$ cat config.mk
export PLATFORM = sky130hd
export DESIGN_NAME = srtf_process_scheduler_core
export DESIGN_NICKNAME = d
export VERILOG_FILES = /design/src/hdl/srtf_pkg.sv /design/src/hdl/srtf_pick.sv /design/src/hdl/srtf_process_scheduler_core.sv
export SDC_FILE = /design/constraint.sdc
export NUM_CORES = 1
export LEC_CHECK = 0
export BUFFER_PORTS_ARGS = -buffer_cell sky130_fd_sc_hd__buf_4
export CAP_MARGIN = 15
export CORE_MARGIN = 5
export CORE_UTILIZATION = 62
export DETAILED_ROUTE_END_ITERATION = 10
export PLACE_DENSITY = 0.79
export SETUP_SLACK_MARGIN = 0.1
export SLEW_MARGIN = 5
export SYNTH_ARGS = -nofsm -noshare
export SYNTH_HDL_FRONTEND = slang
export SYNTH_SLANG_ARGS = --single-unit
$ cat constraint.sdc
create_clock -name clk -period 5.94 [get_ports clk]
set_input_delay 0.594 -clock clk [delete_from_list [all_inputs] [get_ports clk]]
set_output_delay 0.594 -clock clk [all_outputs]
set_load 0.02 [all_outputs]
$ cat src/hdl/srtf_pkg.sv
// Shared constants and types of the shortest-remaining-time-first scheduler.
package srtf_pkg;

	localparam int MAX_PROCS = 16;
	localparam int IDX_W     = (MAX_PROCS > 1) ? $clog2(MAX_PROCS) : 1;
	localparam int CNT_W     = $clog2(MAX_PROCS + 1);
	localparam int ID_W      = 16;
	localparam int TU_W      = 12;
	localparam int OUT_W     = 17;
	// Wide enough for the latest completion: every burst after the latest arrival.
	localparam int TIME_W    = $clog2((MAX_PROCS + 1) * 4095 + 1);
	localparam int IN_DATA_W  = 40;
	localparam int OUT_DATA_W = 72;

	// Static part of a process record, written when it is loaded.
	typedef struct packed {
		logic [TU_W-1:0] burst;
		logic [TU_W-1:0] arrival;
		logic [ID_W-1:0] id;
	} rec_t;

	// Dynamic part, rewritten for the chosen entry at every executed time unit.
	typedef struct packed {
		logic [TIME_W-1:0] finish;
		logic [TU_W-1:0]   rem;
	} dyn_t;

	typedef struct packed {
		logic              start;
		logic              valid;
		logic [IDX_W-1:0]  idx;
		logic [TU_W-1:0]   arrival;
		logic [TU_W-1:0]   rem;
		logic [TIME_W-1:0] now;
	} pick_in_t;

	typedef struct packed {
		logic             found;
		logic [IDX_W-1:0] idx;
		logic [TU_W-1:0]  rem;
	} pick_out_t;

endpackage

$ cat src/hdl/srtf_pick.sv
// Running minimum search over the table entries streamed out of the memories.
module srtf_pick
	import srtf_pkg::*;
(
	input  logic      clk,
	input  logic      arst_n,
	input  pick_in_t  pin,
	output pick_out_t pout
);

	logic             found_q;
	logic [IDX_W-1:0] idx_q;
	logic [TU_W-1:0]  rem_q;
	logic             take;

	// Strict less-than keeps the earliest loaded entry on a tie.
	assign take = pin.valid && (TIME_W'(pin.arrival) <= pin.now) && (pin.rem != '0) &&
		(!found_q || (pin.rem < rem_q));

	always_ff @(posedge clk or negedge arst_n) begin
		if (!arst_n) begin
			found_q <= 1'b0;
		end else if (pin.start) begin
			found_q <= 1'b0;
		end else if (take) begin
			found_q <= 1'b1;
		end
	end

	always_ff @(posedge clk) begin
		if (!pin.start && take) begin
			idx_q <= pin.idx;
			rem_q <= pin.rem;
		end
	end

	assign pout.found = found_q;
	assign pout.idx   = idx_q;
	assign pout.rem   = rem_q;

	a_found_nonzero: assert property (@(posedge clk) disable iff (!arst_n)
		found_q |-> (rem_q != '0))
		else $error("picked entry has no remaining time");

	a_rose_on_valid: assert property (@(posedge clk) disable iff (!arst_n)
		$rose(found_q) |-> $past(pin.valid))
		else $error("pick set without a candidate");

	a_min_only_falls: assert property (@(posedge clk) disable iff (!arst_n)
		(found_q && $past(found_q) && !$past(pin.start)) |-> (rem_q <= $past(rem_q)))
		else $error("running minimum grew during a scan");

endmodule

$ cat src/hdl/srtf_process_scheduler_core.sv
// Top level of the shortest-remaining-time-first scheduler.
// Loading accepts one record transaction per cycle; the record with tlast (or the one
// that fills the table) starts the simulation. Each simulated time unit is made of one
// memory read per loaded entry in the scan, the registered read, the close of the scan
// and the read-modify-write of the chosen entry. Results then leave one at a time; each
// is loaded into the output register only after the sink has taken the previous one.
// arst_n clears the controller, counters and output valid; the tables are not reset.
module srtf_process_scheduler_core
	import srtf_pkg::*;
(
	input  logic                  clk,
	input  logic                  arst_n,
	input  logic                  s_tvalid,
	output logic                  s_tready,
	input  logic [IN_DATA_W-1:0]  s_tdata,  // proc_id[15:0], arrival[27:16], burst[39:28]
	input  logic                  s_tlast,
	output logic                  m_tvalid,
	input  logic                  m_tready,
	// done_id[15:0], completion[32:16], turnaround[49:33], waiting[66:50], zero[71:67]
	output logic [OUT_DATA_W-1:0] m_tdata,
	output logic                  m_tlast
);

	typedef enum logic [4:0] {
		ST_LOAD    = 5'b00001,
		ST_SCAN    = 5'b00010,
		ST_UPDATE  = 5'b00100,
		ST_EMIT_RD = 5'b01000,
		ST_EMIT_LD = 5'b10000
	} state_t;

	state_t            state_q;
	logic [CNT_W-1:0]  cnt_q;
	logic [CNT_W-1:0]  fin_q;
	logic [CNT_W-1:0]  idx_q;
	logic [TIME_W-1:0] now_q;
	logic              vld_s1;
	logic [IDX_W-1:0]  idx_s1;

	rec_t rec_mem [MAX_PROCS];
	dyn_t dyn_mem [MAX_PROCS];
	rec_t rec_rd_q;
	dyn_t dyn_rd_q;

	logic             rec_we;
	logic             dyn_we;
	logic [IDX_W-1:0] dyn_addr;
	rec_t             rec_wd;
	dyn_t             dyn_wd;
	logic [IDX_W-1:0] rd_addr;
	logic [TU_W-1:0]  burst_in;
	logic             s_acc;
	logic             load_last;
	logic             issue;
	logic             scan_done;
	logic             emit_last;

	pick_in_t  pin;
	pick_out_t pout;

	logic                out_vld_q;
	logic                out_last_q;
	logic [ID_W-1:0]     out_id_q;
	logic [OUT_W-1:0]    out_cmp_q;
	logic [OUT_W-1:0]    out_tat_q;
	logic [OUT_W-1:0]    out_wt_q;
	logic [TIME_W-1:0]   tat_full;
	logic [TIME_W-1:0]   wt_full;

	assign s_tready  = (state_q == ST_LOAD);
	assign s_acc     = s_tvalid && s_tready;
	assign burst_in  = (s_tdata[39:28] == '0) ? TU_W'(1) : s_tdata[39:28];
	assign load_last = s_tlast || ((cnt_q + CNT_W'(1)) == CNT_W'(MAX_PROCS));
	assign issue     = (state_q == ST_SCAN) && (idx_q < cnt_q);
	assign scan_done = (state_q == ST_SCAN) && !issue && !vld_s1;
	assign emit_last = ((idx_q + CNT_W'(1)) == cnt_q);
	assign rd_addr   = idx_q[IDX_W-1:0];

	// Write ports: records are loaded, and the chosen entry is rewritten after a scan.
	assign rec_we      = s_acc;
	assign rec_wd.id      = s_tdata[15:0];
	assign rec_wd.arrival = s_tdata[27:16];
	assign rec_wd.burst   = burst_in;

	always_comb begin
		dyn_we   = 1'b0;
		dyn_addr = cnt_q[IDX_W-1:0];
		dyn_wd.rem    = burst_in;
		dyn_wd.finish = now_q + TIME_W'(1);
		if (s_acc) begin
			dyn_we = 1'b1;
		end else if ((state_q == ST_UPDATE) && pout.found) begin
			dyn_we     = 1'b1;
			dyn_addr   = pout.idx;
			dyn_wd.rem = pout.rem - TU_W'(1);
		end
	end

	always_ff @(posedge clk) begin
		if (rec_we) begin
			rec_mem[cnt_q[IDX_W-1:0]] <= rec_wd;
		end
		if (dyn_we) begin
			dyn_mem[dyn_addr] <= dyn_wd;
		end
		rec_rd_q <= rec_mem[rd_addr];
		dyn_rd_q <= dyn_mem[rd_addr];
	end

	always_ff @(posedge clk or negedge arst_n) begin
		if (!arst_n) begin
			vld_s1 <= 1'b0;
		end else begin
			vld_s1 <= issue;
		end
	end

	always_ff @(posedge clk) begin
		idx_s1 <= idx_q[IDX_W-1:0];
	end

	assign pin.start   = (state_q == ST_UPDATE) || (s_acc && load_last);
	assign pin.valid   = vld_s1;
	assign pin.idx     = idx_s1;
	assign pin.arrival = rec_rd_q.arrival;
	assign pin.rem     = dyn_rd_q.rem;
	assign pin.now     = now_q;

	srtf_pick u_pick (
		.clk    (clk),
		.arst_n (arst_n),
		.pin    (pin),
		.pout   (pout)
	);

	always_ff @(posedge clk or negedge arst_n) begin
		if (!arst_n) begin
			state_q <= ST_LOAD;
			cnt_q   <= '0;
			fin_q   <= '0;
			idx_q   <= '0;
			now_q   <= '0;
		end else begin
			case (state_q)
				ST_LOAD: begin
					if (s_acc) begin
						cnt_q <= cnt_q + CNT_W'(1);
						if (load_last) begin
							state_q <= ST_SCAN;
							idx_q   <= '0;
							now_q   <= '0;
							fin_q   <= '0;
						end
					end
				end
				ST_SCAN: begin
					if (issue) begin
						idx_q <= idx_q + CNT_W'(1);
					end else if (scan_done) begin
						state_q <= ST_UPDATE;
					end
				end
				ST_UPDATE: begin
					now_q   <= now_q + TIME_W'(1);
					idx_q   <= '0;
					state_q <= ST_SCAN;
					if (pout.found && (pout.rem == TU_W'(1))) begin
						fin_q <= fin_q + CNT_W'(1);
						if ((fin_q + CNT_W'(1)) == cnt_q) begin
							state_q <= ST_EMIT_RD;
						end
					end
				end
				ST_EMIT_RD: begin
					if (!out_vld_q || m_tready) begin
						state_q <= ST_EMIT_LD;
					end
				end
				ST_EMIT_LD: begin
					idx_q <= idx_q + CNT_W'(1);
					if (emit_last) begin
						state_q <= ST_LOAD;
						cnt_q   <= '0;
						fin_q   <= '0;
					end else begin
						state_q <= ST_EMIT_RD;
					end
				end
				default: begin
					state_q <= ST_LOAD;
				end
			endcase
		end
	end

	assign tat_full = dyn_rd_q.finish - TIME_W'(rec_rd_q.arrival);
	assign wt_full  = tat_full - TIME_W'(rec_rd_q.burst);

	always_ff @(posedge clk or negedge arst_n) begin
		if (!arst_n) begin
			out_vld_q <= 1'b0;
		end else if (state_q == ST_EMIT_LD) begin
			out_vld_q <= 1'b1;
		end else if (m_tready) begin
			out_vld_q <= 1'b0;
		end
	end

	always_ff @(posedge clk) begin
		if (state_q == ST_EMIT_LD) begin
			out_id_q   <= rec_rd_q.id;
			out_cmp_q  <= dyn_rd_q.finish[OUT_W-1:0];
			out_tat_q  <= tat_full[OUT_W-1:0];
			out_wt_q   <= wt_full[OUT_W-1:0];
			out_last_q <= emit_last;
		end
	end

	assign m_tvalid = out_vld_q;
	assign m_tlast  = out_last_q;
	assign m_tdata  = {5'b0, out_wt_q, out_tat_q, out_cmp_q, out_id_q};

	a_emit_slot_free: assert property (@(posedge clk) disable iff (!arst_n)
		(state_q == ST_EMIT_LD) |-> !out_vld_q)
		else $error("result loaded over an untaken transaction");

	a_fin_bounded: assert property (@(posedge clk) disable iff (!arst_n)
		(fin_q <= cnt_q))
		else $error("more processes finished than loaded");

	a_scan_has_entries: assert property (@(posedge clk) disable iff (!arst_n)
		(state_q == ST_SCAN) |-> ((cnt_q != '0) && (idx_q <= cnt_q)))
		else $error("scan over an empty table or past its end");

endmodule
==> results.md <==
- Max Clk Rate: between 200 and 250 MHz
- Chip height: around 300 µm
- DRC: 0
- Syn Std Cell Area: 50500 µm²
- CTS sink cnt: 1301
- Number of setup violations in the final report: 0
- Worst Hold Class: primary input to flip-flop
- Reg2Reg Setup Slack: around 1.4 ns
- Worst-path maximum fanout: 34
- CP Capture Type: flip-flop
- CTS clk-pin slew, worst paths: approximately 0.07 ns
- Syn avg cell area: 21.3 µm²
- Initial Util: 0.626
- CTS tree: built
- H-Tree Depth: 3
- Final hold violations: 0
- DRT antenna net count: 0
- Worst Skew: approximately 0.07 ns
- Post-DP HPWL: roughly 60000 µm
- Max-cap check violation count: 0
- Cell count after synthesis: around 2400
- Antenna violations before repair: 7
- Startpoint type of the worst setup path: flip-flop
- Peak supply drop: just under 500 µV
- Data arrival time of the critical path: ~5 ns
- Via/cell ratio: between 6 and 7
- Number of flops mapped to enable cells by yosys: ~1200
- Tmin final: between 4 and 5 ns
- RSZ-0062 raised after global routing: false
- Routed length per instance: 30.9 µm
- CP required: 6.30 ns
- Root Driver: clkbuf_16
- Final worst path period share: 0.768
- Seq cells post-synth: 1301
- Seq/Total Area, Yosys: 0.756
- Die X: 295 µm
- Static Leak: between 15 and 20 nW
- I/O pins: 120
- All-Layer GR Usage: 0.267
- First-pass GRT wire length: 169000 µm
- Post-synth ARST share: 0.0307
- Overflow after GRT: 0
- DR vias: about 25000
- Final wirelength: 115000 µm
- Worst-margin pin slew: around 1.3 ns
- Routability cong.: 0.885
- # rows: roughly 100
- Setup TNS: 0 ns
- Number of DRC markers in iteration 0: between 3000 and 4000
- Unique masters post-synth: 77
- Port Buffer Count: 114
- Final core utilization: 0.707
- Num CTS Buffers: ~120
- Status: finished clean
- Vias in the first global route: around 25000
- Slew Limit Fails: 0
- Fillers: ~4500
- Final net count: approximately 2700
- Critical path type: flip-flop to flip-flop
- Rel. slew slack: 0.112
- Worst hold slack: 0.168 ns
- Post-CTS Setup Inserts: 0
- Ys Warns: 0
- Drt pass-1 iters: 8
- Ys flop type: edfxtp_1
- Share of cells above drive strength 1: 0.287
- Worst-skew pair later-pin latency: between 0.7 and 0.8 ns
- Power per Cell Area: between 400 and 500 nW/µm²
- Worst-case clock buffer depth: 3
- Largest net degree at the start of global routing: ~190
- Resized cells post-CTS: 0
- Placeable Area: 80700 µm²
- Syn-to-layout area delta: 13.0%
- Die area: 87200 µm²
==> stage by stage <==
step           power [W]  setup slack [ns]  instance area [µm²]  std cells
2_1_floorplan     0.0166              1.42                50500       2371
3_3_place_gp      0.0182              1.83                52700       3471
3_5_place_dp      0.0185              1.58                52700       3471
4_1_cts           0.0265              1.50                56800       3702
5_1_grt           0.0275              1.11                57000       3712
6_report          0.0264              1.38                57000       3713
==> sequential cells by signal, indices dropped and copies added, names as in the netlist, 4 cells and up <==
name	count
rec_mem	640
dyn_mem	464
dyn_rd_q	29
rec_rd_q	28
now_q	17
out_cmp_q	17
out_tat_q	17
out_wt_q	17
out_id_q	16
pin	12
u_pick.rem_q	12
cnt_q	5
fin_q	5
idx_q	5
state_q	5
idx_s1	4
u_pick.idx_q	4
==> area by class of cell <==
class	instances	area (µm²)	area share
Sequential cell	1301	38200	0.669
Multi-Input combinational cell	892	11900	0.208
Clock buffer	159	3310	0.0581
Tap cell	1060	1330	0.0233
Timing Repair Buffer	161	1300	0.0228
Clock inverter	71	795	0.0139
Inverter	68	256	0.00450
Antenna cell	1	2.50	0.0000439
==> worst paths after layout <==
path / startpoint / end / depth (start not counted)
max reg2reg: state_q[4]$_DFFE_PN0P_ / dyn_mem[13][3]$_DFFE_PP_ / 7
min: s_tdata[12] / rec_mem[10][12]$_DFFE_PP_ / 1
min in group asynchronous: arst_n / m_tvalid$_DFFE_PN0P_ / 2
max in group asynchronous: arst_n / idx_q[3]$_DFFE_PN0P_ / 2
min reg2reg: idx_s1[1]$_DFF_P_ / u_pick.idx_q[1]$_DFFE_PP_ / 0
max: state_q[4]$_DFFE_PN0P_ / dyn_mem[13][3]$_DFFE_PP_ / 7
==> cells in the mapped netlist (3+ instances only) <==
cell type / number / area share
a211o_1: 6 / 0.0010
a211oi_1: 4 / 0.00059
a21o_1: 21 / 0.0031
a21oi_1: 29 / 0.0029
a21oi_2: 3 / 0.00052
a22o_1: 9 / 0.0016
a31oi_1: 9 / 0.0011
and2_1: 12 / 0.0015
and3_1: 11 / 0.0014
buf_1: 19 / 0.0014
buf_2: 24 / 0.0024
buf_4: 5 / 0.00074
clkbuf_1: 62 / 0.0046
dfrtp_1: 39 / 0.019
dfxtp_1: 73 / 0.029
edfxtp_1: 1188 / 0.71
ha_1: 61 / 0.015
inv_1: 64 / 0.0048
inv_2: 3 / 0.00022
mux2i_1: 3 / 0.00059
mux4_2: 345 / 0.15
nand2_1: 46 / 0.0034
nand2b_1: 7 / 0.00087
nand3_1: 21 / 0.0021
nand3b_1: 4 / 0.00059
nand4_1: 9 / 0.0011
nor2_1: 66 / 0.0049
nor2b_1: 8 / 0.00099
nor3_1: 21 / 0.0021
nor3b_1: 6 / 0.00089
nor4_1: 9 / 0.0011
o21a_1: 13 / 0.0019
o21ai_0: 42 / 0.0042
o21ai_1: 3 / 0.00030
o31ai_1: 3 / 0.00045
or3_1: 4 / 0.00050
xnor2_1: 44 / 0.0076
xor2_1: 20 / 0.0035
==> worst max-delay path, cell delays in order, from the launching register on <==
cell     delay [ns]
dfrtp_1        0.41
nor2_1         0.23
and3_1         0.91
nand2_1        0.86
nor3b_1        0.39
a31oi_1        0.22
nor2_4         0.83
buf_4          0.34
==> layout by cell type (no fill, tap or decap), types with 7 or more instances in the layout <==
cell type	instances
nand4_1	9
clkbuf_16	123
inv_1	63
clkbuf_8	10
nor4_1	9
a22o_1	9
dfxtp_1	73
ha_1	61
dfrtp_1	35
o21a_1	13
buf_4	154
nor2b_1	8
clkinv_2	30
nor2_4	18
nand2_1	46
a21o_1	21
xor2_1	18
a31oi_1	9
nand3_1	21
xnor2_1	41
o21ai_0	38
nand2b_1	7
mux4_2	345
and2_4	9
nor3_1	19
edfxtp_1	1188
a21oi_1	29
nor2_1	48
and3_1	8
clkinv_1	15
bufinv_16	14
clkbuf_1	26
==> metal layers <==
metal / track usage / vias up / wire [µm]
met5: 0 / - / 24
met1: 0.369 / 12900 / 43000
met2: 0.450 / 1430 / 58300
met4: 0.0787 / 4 / 3410
met3: 0.0460 / 244 / 10000
li1: - / 10100 / -
==> what timing repair did <==
item	4_1_cts	5_1_grt
hold buffers	1	0
endpoints found under the setup margin	0	0
endpoints found under the hold margin	39	0
==> cell families (layout without fill, tap and decap cells) <==
logic type	after synthesis	count (layout)	share of synthesized area
flip-flops	1301	1301	0.756
multiplexers	351	351	0.155
AND/OR/NAND/NOR	236	236	0.0238
buffers and inverters	178	459	0.0142
AO/OA/AOI/OAI	171	171	0.0232
XOR/XNOR	66	66	0.0119
adder cells (fa/ha/maj)	63	63	0.0159
other	1	6	0.0000743
==> report_power, final <==
part | internal [W] | switching [W]
combinational | 0.00316 | 0.00376
clock | 0.00455 | 0.00339
sequential | 0.0111 | 0.000517
total | 0.0188 | 0.00767
(Power assumes the default switching activity.)
